===== config.mk =====
export PLATFORM = sky130hd
export DESIGN_NAME = rgd_scale
export DESIGN_NICKNAME = d
export VERILOG_FILES = /design/src/hdl/assert_macros.svh /design/src/hdl/rgd_pkg.sv /design/src/hdl/rgd_scale.sv
export SDC_FILE = /design/constraint.sdc
export NUM_CORES = 1
export LEC_CHECK = 0
export BUFFER_PORTS_ARGS = -buffer_cell sky130_fd_sc_hd__buf_2
export CAP_MARGIN = 20
export CORE_ASPECT_RATIO = 1.4
export CORE_MARGIN = 4
export CORE_UTILIZATION = 25
export DETAILED_ROUTE_END_ITERATION = 12
export PLACE_DENSITY_LB_ADDON = 0.15
export SYNTH_ARGS = -nofsm -noshare
export SYNTH_HDL_FRONTEND = slang
export SYNTH_SLANG_ARGS = --single-unit

===== constraint.sdc =====
create_clock -name vclk -period 5.3
set_input_delay 0.265 -clock vclk [all_inputs]
set_output_delay 0.265 -clock vclk [all_outputs]
set_load 0.02 [all_outputs]

===== src/hdl/assert_macros.svh =====
// assertion helpers, sampled on the rising clock edge and quiet during reset
`ifndef ASSERT_MACROS_SVH
`define ASSERT_MACROS_SVH

// same-cycle implication
`define ASSERT_IMPL(label, ante, cons, msg) \
   label: assert property (@(posedge clock) disable iff (reset) (ante) |-> (cons)) \
      else $error(msg);

// next-cycle implication
`define ASSERT_NEXT(label, ante, cons, msg) \
   label: assert property (@(posedge clock) disable iff (reset) (ante) |=> (cons)) \
      else $error(msg);

`endif


===== src/hdl/rgd_pkg.sv =====
package rgd_pkg;

   localparam int MAX_WIDTH_DEF  = 512;
   localparam int MAX_HEIGHT_DEF = 256;

   // register widths
   localparam int WIDTH_REG_W  = 10;
   localparam int HEIGHT_REG_W = 9;
   localparam int BRIGHT_W     = 7;
   localparam int CSR_DATA_W   = 10;
   localparam int CSR_INDEX_W  = 2;

   localparam logic [WIDTH_REG_W-1:0]  WIDTH_RESET  = 10'd512;
   localparam logic [HEIGHT_REG_W-1:0] HEIGHT_RESET = 9'd256;
   localparam logic [BRIGHT_W-1:0]     BRIGHT_RESET = 7'd100;

   typedef enum logic [CSR_INDEX_W-1:0] {
      CSR_IMAGE_WIDTH    = 2'd0,
      CSR_IMAGE_HEIGHT   = 2'd1,
      CSR_DITHER_ENABLE  = 2'd2,
      CSR_BRIGHTNESS     = 2'd3
   } csr_index_type;

   // datapath widths
   localparam int NUM_CH  = 3;
   localparam int CH_B    = 0;
   localparam int CH_G    = 1;
   localparam int CH_R    = 2;
   localparam int CHAN_W  = 8;
   localparam int ERR_W   = 6;
   localparam int Q_W     = 5;
   localparam int PROD_W  = CHAN_W + BRIGHT_W;
   localparam int WORD_W  = 16;
   localparam int COL_W   = 9;
   localparam int SROW_W  = 8;

   // (v*32*b/100)>>8 == v*b/800, done as a multiply by a rounded-up reciprocal
   localparam int SCALE_DIV   = 800;
   localparam int RECIP_SHIFT = 25;
   localparam int RECIP_W     = 16;
   localparam logic [RECIP_W-1:0] RECIP =
      RECIP_W'((2 ** RECIP_SHIFT + SCALE_DIV - 1) / SCALE_DIV);

   typedef logic [NUM_CH-1:0][ERR_W-1:0] err3_type;

   typedef struct packed {
      logic [CHAN_W-1:0] blue;
      logic [CHAN_W-1:0] green;
      logic [CHAN_W-1:0] red;
   } req_payload_type;

   typedef struct packed {
      logic [WORD_W-1:0] pixel_word;
      logic [COL_W-1:0]  column;
      logic [SROW_W-1:0] screen_row;
      logic              last_pixel;
   } rsp_payload_type;

   typedef struct packed {
      logic enable;
      logic use_below;
      logic col_first;
   } dith_ctl_type;

   typedef struct packed {
      logic [CHAN_W-1:0] v;
      logic [ERR_W-1:0]  e3;
      logic [ERR_W-1:0]  e5;
      logic [ERR_W-1:0]  e7;
   } dith_out_type;

endpackage


===== src/hdl/rgd_scale.sv =====
module rgd_scale import rgd_pkg::*; (
   input  logic [PROD_W-1:0] prod,
   output logic [Q_W-1:0]    level
);

   localparam int FULL_W = PROD_W + RECIP_W;
   localparam int QUO_W  = FULL_W - RECIP_SHIFT;

   logic [FULL_W-1:0] full;
   logic [QUO_W-1:0]  quo;

   always_comb begin
      full = FULL_W'(prod) * FULL_W'(RECIP);
      quo  = full[FULL_W-1:RECIP_SHIFT];
      // brightness above 100 can push the level past 31
      level = (quo[QUO_W-1:Q_W] != '0) ? '1 : quo[Q_W-1:0];
   end

endmodule


### Yosys cells after proc, flatten, opt, wreduce, memory -nomap -nowiden

Cells that the tools add are included.

| operators by class | value |
|---|---|
| $mul | 1 |
| multiplexer cells | 1 |

Operators with widths:

| kind | count |
|---|---|
| 15-bit by 13-bit multiplier with 28-bit output, second input constant | 1 |
| 5-bit 2-to-1 mux | 1 |

| word-level totals | value |
|---|---|
| bits in registers | 0 |
| input bits | 15 |
| output and inout port bits | 5 |
| logic and storage cells | 2 |

### Logic depth before layout (Yosys ltp)

Gate-level depths: netlist of the first run.

| depth | value |
|---|---|
| word-level depth | 2 |
| mapped depth | 16 |
| gate-level depth less buffers | 16 |

### Worst setup path before layout of the first run

OpenSTA, ideal clock, no wires.

| timing path | value |
|---|---|
| path kind | input to output |
| start point | input port prod[11] |
| end point | output port level[1] |
| arrival time | 4.268 ns |
| data required time | 5.035 ns |
| setup slack | 0.767 ns |
| stages | 16 |
| buffers on the path | 0 |
| cell sequence | fa_1 ha_1 inv_1 fa_1 inv_1 fa_1 inv_1 fa_1 inv_1 ha_1 nand3_2 nor4_4 a32oi_1 a21boi_0 nor3_1 o21ai_1 |

| on the way | value |
|---|---|
| word-level cells in the longest chain between the ends | 2 |

Ends and longest elaborated chain:

| element | line | RTL |
|---|---|---|
| from (decl) | rgd_scale.sv:2 | `input logic [PROD_W-1:0] prod,` |
| 15-bit by 13-bit multiplier with 28-bit output | rgd_scale.sv:13 | `full = FULL_W'(prod) * FULL_W'(RECIP);` |
| 5-bit 2-to-1 mux | rgd_scale.sv:16 | `level = (quo[QUO_W-1:Q_W] != '0) ? '1 : quo[Q_W-1:0];` |
| to (decl) | rgd_scale.sv:3 | `output logic [Q_W-1:0] level` |

No other way between the ends.

### Worst setup path after layout of the first run

| timing path | value |
|---|---|
| start point | input port prod[11] |
| end point | output port level[3] |

The elaborated chain is that of the path after synthesis.

==> results by group, run 1 <==
Outcome
  – Status: finished clean

Synth
  – Mux contribution to synthesized area: 0.00521
  – Post-synthesis adder-cell area fraction: 0.686
  – Synth Instances: about 410
  – Netlist Area Pre-Place: 0.00384 mm2
  – Commonest cells post-synth: inv_1, ha_1, fa_1
  – Post-synth cell types: 44
  – Mapped Nets: 595
  – Largest family of logic cells by synthesized area: adder cells
  – Compound-Gate Fraction of Synth Area: 0.100
  – Register area share after synthesis: 0
  – Xor/xnor share of the synthesized area: 0.00684
  – Yosys top cell area share: 0.360
  – Yosys top cell by area: fa_1
  – Syn avg cell area: 9.34 um2
  – Post-synthesis simple-gate area fraction: 0.0678
  – Area contributors post-synth: fa_1, ha_1, inv_1, a21oi_1, nand2_1
  – Most frequent cell after synthesis: inv_1
  – YS warnings: 0

STA
  – Final setup margin: 0.260 ns
  – Crit path time final: 5.04 ns
  – Unrepaired setup endpoints after global routing: false
  – Final setup fails: 0
  – Fmax: approximately 200 MHz
  – Final hold violation count: 0
  – Slew headroom: 0.684
  – Setup TNS: 0 ns
  – Hold Slack: between 1.5 and 2 ns
  – Part of the cycle the worst path needs: 0.951
  – Max-slew violations: 0
  – Least-Margin Pin Slew: around 0.47 ns

Critical path
  – Crit Path Class: input pin to output port
  – CP required: 5.04 ns
  – Critical Path Source Type: input pin
  – Arrival time at the worst endpoint: between 4 and 5 ns
  – Crit path buffers/inverters: 6
  – CP endpoint kind: output port
  – CP top delay family: adder cells
  – Largest stage delay on the critical path: ~0.54 ns
  – Critical-path top delay cell: fa_1
  – Maximum fanout along the worst path: 7
  – Crit path cell chain: buf_2 > fa_1 > ha_1 > inv_1 > fa_1 > inv_1 > fa_1 > inv_1 > fa_1 > inv_1 > ha_1 > nand3_4 > nor4_4 > a32oi_2 > a21o_1 > nand3_2 > a21bo_1 > buf_2

Die
  – # IOs: 20
  – Die X: around 110 um
  – Initial core utilization: 0.255
  – Die area: around 0.017 mm2
  – Die height: roughly 150 um
  – Row count: 53
  – Core region area: between 0.015 and 0.02 mm2

Finish
  – Final core utilization: 0.277
  – FFs & Latches: 0
  – Final #Nets: ~620
  – # diodes: 0
  – Storage cell area: 0 um2
  – Area delta synth->final: 8.60%
  – Share of cells above drive strength 1: 0.0698
  – Fillcell total: between 1,500 and 2,000
  – CLK BUF: 0
  – Post-route cell area: approximately 0.0042 mm2

Placed design
  – Buffers on Ports: 20
  – GP Congestion: approximately 0.84
  – DP Area: about 0.0041 mm2
  – DP HPWL: 8.79 mm
  – Pre-CTS WS: between 0.15 and 0.2 ns

Power
  – Cell Pwr Density: between 400 and 500 mW/mm2
  – P_leak: ~0.0023 uW
  – VDD IR max: approximately 0.20 mV

Detailed routing
  – Via Count: 2,733
  – Routed length per placed instance: between 10 and 15 um
  – Drt total wl: just over 9 mm
  – Drt via density: 4.39
  – Routed Antenna Nets: 0
  – Iter 0 DRT Violations: between 100 and 150
  – Residual DRC: 0
  – Drt pass-1 iters: 5

Clocking
  – CTS Hold Bufs: 0

Global routing
  – GRT Util Overall: 0.107
  – First-pass GRT wire length: 15.3 mm
  – Largest net degree at the start of global routing: 10
  – Vias in the first global route: slightly above 3,000
  – Antenna violations before repair: 0
  – Gr ovfl total: 0

Hold path
  – Hold crit path type: input pin to output port

Flow run
  – Max Cap Violations: 0
[report_power, final]
part / switching, uW / leakage [uW] / total, uW / internal [uW]
sequential: 0 / 0 / 0 / 0
clock: 0 / 0 / 0 / 0
combinational: 1230 / 0.00228 / 1990 / 758
[worst min-delay path: stages]
cell and delay, ns:
buf_2 0.16, inv_1 0.14, fa_1 0.20, xnor2_1 0.23, mux2i_1 0.12, nand3_2 0.11
nand2_1 0.05, buf_2 0.15
[timing repair]
item / 4_1_cts / 5_1_grt
setup endpoints to repair: 0 / 2
buffers inserted: 0 / 0
resized for setup: 0 / 5
[logic make-up (layout without fill, tap and decap cells)]
logic type	count (synthesis)	count (layout)
AO/OA/AOI/OAI	60	60
XOR/XNOR	3	3
adder cells (fa/ha/maj)	169	169
buffers and inverters	130	149
multiplexers	2	2
AND/OR/NAND/NOR	47	47
[cell usage in the layout (no fill, tap or decap), types with 4 or more instances in the layout]
cell,synthesis,layout
inv_1,129,129
ha_1,100,100
fa_1,69,69
a21oi_1,21,21
buf_2,0,19
nand2_1,17,17
o21ai_0,10,10
nor2_1,6,6
nand4_1,4,4
[worst paths after layout]
path / endpoint / from / slack [ns] / depth (start not counted)
worst max-delay path: level[3] / prod[11] / 0.26 / 18
worst min-delay path: level[0] / prod[14] / 1.70 / 8
[final cells by class]
type               instances  area (um2)  area share
repair buffers            20         103      0.0246
well taps                192         240      0.0576
inverters                129         484       0.116
multi-input cells        281        3340       0.802
[metrics by stage]
stage | std cells | total power (uW)
6_report | 622 | 1990
2_1_floorplan | 411 | 1460
3_3_place_gp | 622 | 1980
5_1_grt | 622 | 2290
3_5_place_dp | 622 | 1970
4_1_cts | 622 | 1990
[routing by layer]
metal  global-route usage  wire [um]  up-vias
li1                     -          -     1364
met1                0.136       3810     1341
met2                0.210       5130       24
met3              0.00235        105        4
met4              0.00229         25        0
met5                    0          0        -
No activity file was read; power rests on OpenSTA's default activity.
==> run 2, diff against run 1 <==
--- a/config.mk
+++ b/config.mk
@@ -9,9 +9,10 @@
 export CAP_MARGIN = 20
 export CORE_ASPECT_RATIO = 1.4
 export CORE_MARGIN = 4
-export CORE_UTILIZATION = 25
+export CORE_UTILIZATION = 40
 export DETAILED_ROUTE_END_ITERATION = 12
 export PLACE_DENSITY_LB_ADDON = 0.15
 export SYNTH_ARGS = -nofsm -noshare
 export SYNTH_HDL_FRONTEND = slang
 export SYNTH_SLANG_ARGS = --single-unit
+export TNS_END_PERCENT = 1
==> results by group, run 2 (synthesis gave the netlist of run 1 again) <==
Outcome
  – Status: finished clean (unchanged)

Global routing
  – GRT Util Overall: 0.161 (was 0.107)
  – Gr ovfl total: 0 (unchanged)
  – Top Usage Layer GRT: met2 (unchanged)
  – Antenna violations before repair: 0 (unchanged)
  – Routing usage on met1: 0.183 (was 0.136)
  – Met3 Usage GRT: 0.00423 (was 0.00235)
  – M2 GR Usage: 0.343 (was 0.210)
  – Vias in the first global route: 2,958 (was 3,038)
  – First-pass GRT wire length: 14.4 mm (was 15.3 mm)
  – Largest net degree at the start of global routing: 10 (unchanged)

STA
  – Setup TNS: 0 ns (unchanged)
  – Part of the cycle the worst path needs: 0.950 (was 0.951)
  – Unrepaired setup endpoints after global routing: false (unchanged)
  – Hold Slack: 1.73 ns (was 1.70 ns)
  – Fmax: 199 MHz (was 198 MHz)
  – Max-slew violations: 0 (unchanged)
  – Least-Margin Pin Slew: 0.456 ns (was 0.471 ns)
  – Slew headroom: 0.694 (was 0.684)
  – Crit path time final: 5.03 ns (was 5.04 ns)
  – Final hold violation count: 0 (unchanged)
  – Final setup fails: 0 (unchanged)
  – Final setup margin: 0.267 ns (was 0.260 ns)

Clocking
  – Cts repair resizes: 0 (unchanged)
  – CTS Hold Bufs: 0 (unchanged)
  – Post-CTS setup buffer count: 0 (unchanged)

Detailed routing
  – Drt total wl: 8.44 mm (was 9.07 mm)
  – Drt pass-1 iters: 4 (was 5)
  – Drt via density: 5.03 (was 4.39)
  – Via Count: 2,714 (was 2,733)
  – Iter 0 DRT Violations: 82 (was 101)
  – Routed length per placed instance: 15.6 um (was 14.6 um)
  – Residual DRC: 0 (unchanged)
  – Routed Antenna Nets: 0 (unchanged)

Placed design
  – Buffers on Ports: 20 (unchanged)
  – DP HPWL: 8.18 mm (was 8.79 mm)
  – GP Congestion: 0.838 (about the same)
  – Pre-CTS WS: 0.231 ns (was 0.160 ns)

Die
  – Die area: 0.0113 mm2 (was 0.0174 mm2)
  – Core region area: 0.00941 mm2 (was 0.0151 mm2)
  – Die height: 124 um (was 155 um)
  – # IOs: 20 (unchanged)
  – Die X: 90.8 um (was 113 um)
  – Row count: 42 (was 53)
  – Initial core utilization: 0.408 (was 0.255)

Flow run
  – Max Cap Violations: 0 (unchanged)

Hold path
  – Min-Delay Startpoint: prod[2] (was prod[14])
  – Hold crit path type: input pin to output port (unchanged)

Finish
  – Fillcell total: 953 (was 1,641)
  – Storage cell area: 0 um2 (unchanged)
  – Most frequent cells in the layout: inv_1, ha_1, fa_1 (unchanged)
  – # diodes: 0 (unchanged)
  – CLK BUF: 0 (unchanged)
  – Most common cell after layout, fill and taps aside: inv_1 (unchanged)
  – Final #Nets: 616 (unchanged)
  – Area taken by multi-input logic gates: 0.00332 mm2 (was 0.00334 mm2)
  – FFs & Latches: 0 (unchanged)
  – Share of cells above drive strength 1: 0.0651 (was 0.0698)
  – Area delta synth->final: 5.34% (was 8.60%)

Critical path
  – CP endpoint kind: output port (unchanged)
  – Crit Path Class: input pin to output port (unchanged)
  – CP required: 5.04 ns (about the same)
  – Crit path launch: prod[12] (was prod[11])
  – Maximum fanout along the worst path: 7 (unchanged)
  – Arrival time at the worst endpoint: 4.77 ns (about the same)
  – Critical Path Source Type: input pin (unchanged)

Power
  – VDD IR max: 0.216 mV (was 0.203 mV)
  – Cell Pwr Density: 474 mW/mm2 (was 478 mW/mm2)
  – P_leak: 0.00227 uW (was 0.00228 uW)
[run 2: cell types whose count changed in the layout (fill, tap and decap cells not counted), sizes merged]
cell | previous run | this run
buf | 19 | 20
clkbuf | 1 | 0
[run 2: layout make-up]
type	instances	area share
Tap cell	110	0.0340
Timing Repair Buffer	20	0.0247
Inverter	129	0.120
Multi-Input combinational cell	281	0.822
[run 2: path summary, 6_finish.rpt]
check | cells after the start | slack, ns | to
worst max-delay path | 18 | 0.27 | level[3]
worst min-delay path | 9 | 1.73 | level[4]
[run 2: routing by layer]
metal / up-vias / share of wire
met5: - / 0
met4: 0 / 0.011
met3: 4 / 0.0092
met2: 16 / 0.60
met1: 1339 / 0.38
li1: 1355 / -
[run 2: where the power goes]
group	leakage, uW	total, uW	internal (uW)	switching (uW)
Sequential	0	0	0	0
Combinational	0.00227	1920	741	1180
Clock	0	0	0	0
[run 2: through the flow]
stage	total power, uW	cells	util	instance area (um2)
global route	2220	540	0.430	4050
finish	1920	540	0.430	4050
floorplan	1460	411	-	3840
detailed placement	1950	540	0.430	4050
global placement	1930	540	0.430	4050
CTS	1970	540	0.430	4050
[run 2: worst max-delay path: stages]
cell	delay, ns
buf_2	0.22
fa_1	0.47
ha_1	0.29
inv_1	0.04
fa_1	0.48
inv_1	0.06
fa_1	0.54
inv_1	0.06
fa_1	0.53
inv_1	0.04
ha_1	0.39
nand3_2	0.18
nor4_4	0.33
a32oi_1	0.20
a21o_1	0.22
nand3_2	0.11
a21bo_1	0.20
buf_2	0.15
