File: src/hdl/assert_macros.svh
// assertion helpers, sampled on the rising clock edge and quiet during reset
`ifndef ASSERT_MACROS_SVH
`define ASSERT_MACROS_SVH

// same-cycle implication
`define ASSERT_IMPL(label, ante, cons, msg) \
   label: assert property (@(posedge clock) disable iff (reset) (ante) |-> (cons)) \
      else $error(msg);

// next-cycle implication
`define ASSERT_NEXT(label, ante, cons, msg) \
   label: assert property (@(posedge clock) disable iff (reset) (ante) |=> (cons)) \
      else $error(msg);

`endif

File: src/hdl/rgd_pkg.sv
package rgd_pkg;

   localparam int MAX_WIDTH_DEF  = 512;
   localparam int MAX_HEIGHT_DEF = 256;

   // register widths
   localparam int WIDTH_REG_W  = 10;
   localparam int HEIGHT_REG_W = 9;
   localparam int BRIGHT_W     = 7;
   localparam int CSR_DATA_W   = 10;
   localparam int CSR_INDEX_W  = 2;

   localparam logic [WIDTH_REG_W-1:0]  WIDTH_RESET  = 10'd512;
   localparam logic [HEIGHT_REG_W-1:0] HEIGHT_RESET = 9'd256;
   localparam logic [BRIGHT_W-1:0]     BRIGHT_RESET = 7'd100;

   typedef enum logic [CSR_INDEX_W-1:0] {
      CSR_IMAGE_WIDTH    = 2'd0,
      CSR_IMAGE_HEIGHT   = 2'd1,
      CSR_DITHER_ENABLE  = 2'd2,
      CSR_BRIGHTNESS     = 2'd3
   } csr_index_type;

   // datapath widths
   localparam int NUM_CH  = 3;
   localparam int CH_B    = 0;
   localparam int CH_G    = 1;
   localparam int CH_R    = 2;
   localparam int CHAN_W  = 8;
   localparam int ERR_W   = 6;
   localparam int Q_W     = 5;
   localparam int PROD_W  = CHAN_W + BRIGHT_W;
   localparam int WORD_W  = 16;
   localparam int COL_W   = 9;
   localparam int SROW_W  = 8;

   // (v*32*b/100)>>8 == v*b/800, done as a multiply by a rounded-up reciprocal
   localparam int SCALE_DIV   = 800;
   localparam int RECIP_SHIFT = 25;
   localparam int RECIP_W     = 16;
   localparam logic [RECIP_W-1:0] RECIP =
      RECIP_W'((2 ** RECIP_SHIFT + SCALE_DIV - 1) / SCALE_DIV);

   typedef logic [NUM_CH-1:0][ERR_W-1:0] err3_type;

   typedef struct packed {
      logic [CHAN_W-1:0] blue;
      logic [CHAN_W-1:0] green;
      logic [CHAN_W-1:0] red;
   } req_payload_type;

   typedef struct packed {
      logic [WORD_W-1:0] pixel_word;
      logic [COL_W-1:0]  column;
      logic [SROW_W-1:0] screen_row;
      logic              last_pixel;
   } rsp_payload_type;

   typedef struct packed {
      logic enable;
      logic use_below;
      logic col_first;
   } dith_ctl_type;

   typedef struct packed {
      logic [CHAN_W-1:0] v;
      logic [ERR_W-1:0]  e3;
      logic [ERR_W-1:0]  e5;
      logic [ERR_W-1:0]  e7;
   } dith_out_type;

endpackage

File: src/hdl/rgd_err_diff.sv
module rgd_err_diff import rgd_pkg::*; (
   input  dith_ctl_type       ctl,
   input  logic [CHAN_W-1:0]  pixel,
   input  logic [ERR_W-1:0]   right_err,
   input  logic [ERR_W-1:0]   below_err,
   output dith_out_type       res
);

   logic [ERR_W:0]    add;
   logic [CHAN_W:0]   sum;
   logic [CHAN_W-1:0] v;
   logic [2:0]        e;
   logic [4:0]        e_x3;
   logic [5:0]        e_x5;
   logic [5:0]        e_x7;

   always_comb begin
      add = (ctl.col_first ? '0 : {1'b0, right_err})
          + (ctl.use_below ? {1'b0, below_err} : '0);
      sum = {1'b0, pixel} + (CHAN_W + 1)'(add);
      // sum stays below 512, so the top bit alone means above 255
      if (!ctl.enable) begin
         v = pixel;
      end else if (sum[CHAN_W]) begin
         v = '1;
      end else begin
         v = sum[CHAN_W-1:0];
      end

      // truncation error is what the 5-bit level drops
      e = ctl.enable ? v[2:0] : 3'd0;
      e_x3 = {2'b00, e} + {1'b0, e, 1'b0};
      e_x5 = {3'b000, e} + {1'b0, e, 2'b00};
      e_x7 = {e, 3'b000} - {3'b000, e};

      // weights over 16; the 1/16 share of a 3-bit error is always zero
      res.v  = v;
      res.e3 = ERR_W'(e_x3[4]);
      res.e5 = ERR_W'(e_x5[5:4]);
      res.e7 = ERR_W'(e_x7[5:4]);
   end

endmodule

File: config.mk
export PLATFORM = sky130hd
export DESIGN_NAME = rgd_err_diff
export DESIGN_NICKNAME = d
export VERILOG_FILES = /design/src/hdl/assert_macros.svh /design/src/hdl/rgd_pkg.sv /design/src/hdl/rgd_err_diff.sv
export SDC_FILE = /design/constraint.sdc
export NUM_CORES = 1
export LEC_CHECK = 0
export BUFFER_PORTS_ARGS = -buffer_cell sky130_fd_sc_hd__buf_2
export CORE_AREA = 2 2 47 49
export DETAILED_ROUTE_END_ITERATION = 8
export DIE_AREA = 0 0 49 51
export GPL_TIMING_DRIVEN = 0
export PLACE_DENSITY_LB_ADDON = 0.1
export SYNTH_ARGS = -nofsm -noshare
export SYNTH_HDL_FRONTEND = slang
export SYNTH_SLANG_ARGS = --single-unit
File: constraint.sdc
create_clock -name vclk -period 2.9
set_clock_uncertainty 0.1 [all_clocks]
set_input_delay 0.435 -clock vclk [all_inputs]
set_output_delay 0.435 -clock vclk [all_outputs]
set_load 0.1 [all_outputs]
Word-level counts from Yosys, hierarchy flattened
Index checks and enable logic that the tools add are counted.

storage, ports and cells
  bits in registers = 0
  input port bits = 23
  output and inout port bits = 26
  logic and storage cells = 10

cells by class
  add/subtract/negate cells = 5
  multiplexer cells = 5

operators by type and width
  operator                   number
  2-to-1 mux 8 bit           2
  2-to-1 mux 6 bit           2
  adder 8 x 7 -> 9 bit       1
  adder 6 x 6 -> 7 bit       1
  adder 3 x 5 -> 6 bit       1
  subtractor 6 x 3 -> 6 bit  1
  adder 3 x 4 -> 5 bit       1
  2-to-1 mux 3 bit           1

Logic depth before layout (Yosys ltp)
Gate-level depths: netlist (run 1).

  depth after elaboration = 7
  gate-level depth with buffers = 9
  mapped depth without buffers = 9

Least setup slack after synthesis (run 1)
Ideal clock, no wire load.

  path kind = input port to output port
  start = in ctl[0] (netlist bit)
  end = out res[25] (netlist bit)
  arrival time = 4397 ps
  setup slack = -2032 ps
  stages = 9
  buffers on the path = 0
  cell sequence = nand2b_1 fa_1 inv_1 ha_1 fa_1 a211o_1 a21oi_1 nor2_1 a21boi_0

RTL lines
  item         RTL line           source
  from (decl)  rgd_err_diff.sv:2  input dith_ctl_type ctl,
  to (decl)    rgd_err_diff.sv:6  output dith_out_type res

==> results of run 1 <==
-- stage by stage --
step	total power, mW	setup WS, ns
after CTS	0.830	-0.416
after floorplan	0.561	-0.402
after detailed placement	0.641	-0.623
final	0.844	-0.310
after global placement	0.634	-0.605
after global routing	0.879	-0.404
-- logic make-up (layout without fill, tap and decap cells) --
logic type,count (synthesis),after routing,synth area share (%)
adders and majority gates,13,13,27.2
xor gates and xnor gates,3,3,3.32
AOI/OAI and AO/OA,24,24,24.5
and+or+nand+nor,38,38,24.5
other,1,13,0.474
buffers and inverters,27,74,19.9
-- layer usage --
| metal | global-route usage [%] | vias up | wire, um |
|---|---|---|---|
| li1 | - | 445 | - |
| met1 | 23.3 | 437 | 873 |
| met2 | 45.2 | 20 | 1530 |
| met3 | 0.585 | 4 | 52 |
| met4 | 2.38 | 0 | 57 |
| met5 | 0 | - | 0 |
-- layout make-up --
class,instances,area [um2]
Timing Repair Buffer,48,493
Buffer,15,105
Tap cell,28,35.0
Inverter,11,41.3
Fill cell,132,445
Multi-Input combinational cell,91,943
-- worst max-delay path, stage by stage --
cell and delay, ns:
buf_8 0.11, nand2b_4 0.13, fa_1 0.49, inv_2 0.05
ha_4 0.17, fa_2 0.35, a211o_1 0.30, o21ai_2 0.09
xor2_2 0.21, a31oi_4 0.12, buf_12 0.22
-- power groups by stage --
| stage | registers, mW | clock network, mW | logic (mW) |
|---|---|---|---|
| floorplan | 0 | 0 | 0.561 |
| global placement | 0 | 0 | 0.634 |
| detailed placement | 0 | 0 | 0.641 |
| CTS | 0 | 0 | 0.830 |
| global route | 0 | 0 | 0.879 |
| finish | 0 | 0 | 0.844 |
-- layout by cell type (no fill, tap or decap), types with 2 or more instances in the layout --
cell type and count:
fa_1 6, nand2b_4 2, buf_2 21, and2_1 3
nor2b_2 2, buf_6 2, ha_4 4, nand2_1 5
and4b_1 2, inv_1 9, xnor2_1 2, nor2_1 14
buf_8 2, a21boi_4 5, clkbuf_1 2, a31oi_4 6
a21oi_1 2, a21oi_2 2, conb_1 13, ha_1 2
inv_2 2, buf_4 23, nor2b_1 2, buf_12 13
-- worst max-delay path by stage --
stage	start	slack, ns	endpoint	depth (start not counted)
finish	ctl[0]	-0.31	res[23]	11
global route	ctl[0]	-0.40	res[19]	12
CTS	ctl[0]	-0.42	res[23]	11
detailed placement	ctl[0]	-0.62	res[23]	11
global placement	ctl[0]	-0.60	res[23]	11
floorplan	ctl[0]	-0.40	res[24]	8
-- timing repair --
item	in CTS	in global routing
cloned	1	0
setup endpoints to repair	13	13
gates resized for setup	68	7
setup buffers	11	1
endpoints found under the hold margin	0	0
pin swaps	13	9
==> run summary, run 1 <==
The design has 0 sequential cells. The fraction of final layout cells with drive strength greater than 1 is 58.2%, and the count of pins over their slew limit is 0. The run gives 2.68 ns as the endpoint arrival time on the critical path.

The wire-length estimate of the detail-placed layout is 1.68 mm. The tools report the number of placed I/O pins as 49. The internal power contribution is 0.314 mW. The maximum clock rate came out at 311 MHz. The worst hold path passes through 4 cells. The detail route stage leaves a number of antenna-violating nets equal to 0.

The die covers 2500 um2. In this run the biggest area consumer among cell types represents 17.7% of the synthesized area. The count of hold buffers inserted by post-cts repair is 0.

The most common cell in the synthesized netlist is nor2_1. End point of the most critical hold path: res[18]. The vertical die dimension is 51 um, and the number of standard cells after synthesis is 106. For the first-pass GRT wire length, the log shows 4.15 mm. 0 antenna diodes ended up in the layout. The cell area power density is 522 nW/um2. The mean cell area of the mapped netlist works out to 7.46 um2. By area the synthesized netlist is led by fa_1 (18%), buf_4 (12%), ha_1 (9.5%). For this run, design rule violations remaining after detail routing come to 0.

In the final routed layout, each cell accounts on average for 13.0 um. First-iteration detailed-routing DRC count: 1. The layout overhead on the synthesized area was 105%. Across all hold checks on the routed design, the worst slack comes to 1.26 ns. After detailed routing, the number of vias per cell comes to 4.69.

The standard cell area after detailed placement is 1230 um2, and the count of TritonRoute iterations in the first routing pass is 2. The tools report the total routing usage reported by global routing as 21.1%. In this run the core area contains 17 standard-cell rows. In the final timing run, aggregate negative setup slack is -3.64 ns.

At the end of the flow, the number of nets in the layout was 203. The run finished, with violations left. The tools report the post-synthesis instance area as 791 um2. The cell leakage power is 0.767 nW.

The register area share after synthesis was 0%; the routed wire length was 2.51 mm. The checks that failed: negative setup slack. Combinational logic is responsible for 100.0% of the overall power. The tools report the number of endpoints failing setup at the final stage as 13.

Of the total power, the share spent switching nets is 62.8%. In this run the standard cell core region covers 2060 um2. The worst path needs 3.21 ns of the cycle, external delays included.

The finished cells cover 1620 um2. Worst path required time: 2.37 ns. Registers are responsible for 0% of the overall power. Registers take 0 um2.

After synthesis, the most frequently instantiated cells are nor2_1 (15), buf_4 (13), inv_1 (11), fa_1 (7). The period utilization was 111%; the number of different library cells in the post-synthesis netlist was 31. The setup path with the least slack is of type in2out.

The number of global-route vias before repair was 930. Initial standard-cell utilization of the core: 38.3%. The number of antenna violations at the first check in global routing came out at 0.

Of all nets on the critical path, the largest fanout is 6. Clock buffers in the final layout number 0. Max capacitance violation total: 0. The path class of the tightest hold or removal check is in2out. The number of I/O port buffers came out at 36. Summed over all layers, the global routing overflow is 0. VDD sags by at most 459 uV. Measured on the finished design, the core utilization comes to 78.4%. The worst pin sits at a relative slew slack of 41.4%. The tools report the startpoint type of the worst setup path as a primary input. The post-layout worst setup margin is -0.310 ns, and the die width is 49 um.

Power dissipated by switching net loads: 0.530 mW. The tools report the number of cells in the finished layout apart from fillers as 193. fa_1 takes more of the synthesized area than any other cell. The tools report the endpoint type of the worst setup path as an output port. The congestion estimate from routability-driven global placement came to 0.746. Setup repair after global routing could not meet its margin everywhere. The number of cells in the design after placement came out at 182. The total via count after detailed routing was 906. Entering global routing, the biggest net connects 11 pins. The number of hold-slack violations in the final timing report was 0; the actual transition at the worst max-transition pin was 0.879 ns. The Yosys step of the flow raised 0 warnings.

The share of total power dissipated in the clock network is 0%. Launch point of the worst hold path: pixel[0].
No activity file was read; power rests on OpenSTA's default activity.
==> run 2, diff against run 1 <==
- CORE_AREA: 2 2 47 49 -> 5 5 50 52
- DIE_AREA: 0 0 49 51 -> 0 0 55 57
- PLACE_DENSITY_LB_ADDON: 0.1 -> 0.08
==> run 2 against run 1 <==
  * The flow still finishes with violations (negative setup slack)
  * Critical path depth unchanged
  * Core utilization decreased by 5.6 points
  * First-iteration DRC count increased to 9.0 times the previous value
  * Die area increased by 25%
  * Flip-flop and latch count unchanged
==> run summary, run 2 (synthesis results as in run 1) <==
The highest net fanout along the worst path is 6, and the sum of overflow across all layers after global routing is 0. Dividing the detail-routed wire length by the instance count gives 12.0 um. The number of endpoints failing setup at the final stage is 13. The signal on the critical path passes through buf_8, nand2b_4, fa_1, inv_2, ha_4, fa_2, a211o_1, o21ai_2, xor2_2, a31oi_4, buf_12.

The run gives -0.359 ns as the post-layout worst setup margin. The period utilization is 112%. The worst-case hold slack was 1.27 ns.

The number of global-route vias before repair is 818, and the total buffers and inverters traversed by the critical path is 3. The tools report the number of rows created at floorplan as 17. For this run, the post-layout net count is 196. In this run the vertical extent of the chip is 57 um. The routed design has 2.24 mm of wire. The post-route netlist has 53.2% of its cells at a drive strength greater than 1. Summing all flip-flop and latch instances after layout gives 0 um2. The multi-input combinational cells in the finished layout cover a total of 901 um2. The minimum clock period after layout was 3.26 ns; the number of cells in the design after placement was 182. The checks that failed: negative setup slack. Once detail routing completed, the nets flagged for antenna violations numbered 0. Sequential cells placed in the final layout were counted as 0. From synthesis to final layout, the design area changed by 89.9%. The flow ran to the end, but the final reports show violations. The cell area power density was 516 nW/um2. STA classifies the critical path startpoint as a primary input. At the end of routability-driven placement, the weighted congestion stood at 0.815.

Overall die area: 3140 um2. Max-cap violations in this run came to 0. The setup slack after placement is -0.608 ns, and the detailed-route DRC error count is 0. Global routing used 13.4% of the available tracks across all layers. The first-pass GRT wire length was 3.37 mm; the diode insertion count for antenna repair was 0.

The count of TritonRoute iterations in the first routing pass is 4. The leading cell type in the layout, fill and taps excluded is buf_2. The core region is 2060 um2. STA puts the critical path data required time at 2.37 ns.

At the pin with the least slew margin, the transition time is 0.917 ns. Setup repair after global routing could not meet its margin everywhere. The type of the worst min-delay path was in2out. For this run, the top clock speed supported by timing is 307 MHz. The run gives 377 uV as the largest vdd supply drop.

The logs give 0 for the number of hold-slack violations in the final timing report and 0.716 nW for the cell leakage power. The largest stage delay on the critical path works out to 0.50 ns. 49 I/O pins were placed.

Detailed placement finished with a half-perimeter wire length of 1.75 mm. For the count of pins over their slew limit, the log shows 0. Slowest cell on the critical path: fa_1. Counting the fill cells in the layout gives 170. The number of cells in the finished layout apart from fillers was 186; the worst-case headroom to the max-slew limit was 38.9%.

Entering global routing, the biggest net connects 11 pins. Using the TritonRoute via totals, the vias-per-cell ratio works out to 4.58. The detailed router placed 851 vias in this run.

The setup path with the least slack is of type in2out. The clock buffers instantiated in the layout total 0. Input and output buffers added on the ports amount to 36. The run gives 0 as the number of antenna violations at the first check in global routing.

The first-iteration detailed-routing DRC count came out at 9. Data arrives at the worst endpoint at 2.72 ns. The library cells used most frequently in the layout, excluding fill and tap cells, are buf_2 (21), buf_4 (17), nor2_1 (15), conb_1 (13). The worst setup path is captured at an output port. The cell family contributing the most delay on the critical path is adder cells. The tools report the share of the core filled with cells as 72.8%.

The initial standard-cell utilization of the core was 38.3%; the die width was 55 um.
run 2: cell count changes in the layout (fill, tap and decap cells not counted), sizes merged:
cell,delta
buf,-8
clkbuf,+1
run 2: per-layer routing:
layer  up-vias  track usage, %  share of wire [%]
li1        436               -                  -
met1       391            17.1                 37
met2        24            24.8                 58
met3         0           0.261                5.3
met4         0            1.74                  0
met5         -               0                  0
run 2: cell type report:
cell class,instances,area share (%)
Timing Repair Buffer,40,26.6
Inverter,11,2.75
Multi-Input combinational cell,91,60.0
Tap cell,28,2.33
Buffer,16,8.33
run 2: through the flow:
| stage | instance area, um2 | setup TNS [ns] | power (mW) |
|---|---|---|---|
| 2_1_floorplan | 1020 | -3.49 | 0.561 |
| 3_3_place_gp | 1230 | -6.58 | 0.635 |
| 3_5_place_dp | 1230 | -6.87 | 0.638 |
| 4_1_cts | 1390 | -3.95 | 0.721 |
| 5_1_grt | 1500 | -4.60 | 0.809 |
| 6_report | 1500 | -3.33 | 0.774 |
run 2: report_power, final:
part	total [mW]	internal, mW	switching, mW
sequential	0	0	0
combinational	0.774	0.269	0.505
clock	0	0	0
run 2: final timing paths:
check / start / to / slack (ns) / cells past startpoint
setup / recovery: ctl[0] / res[23] / -0.36 / 11
hold / removal: pixel[2] / res[20] / 1.27 / 4
run 2: timing repair:
item	4_1_cts	5_1_grt
hold buffers	0	0
resized for setup	40	18
setup endpoints to repair	13	13
gates cloned	0	1
pin swaps	5	9
setup buffers	3	0
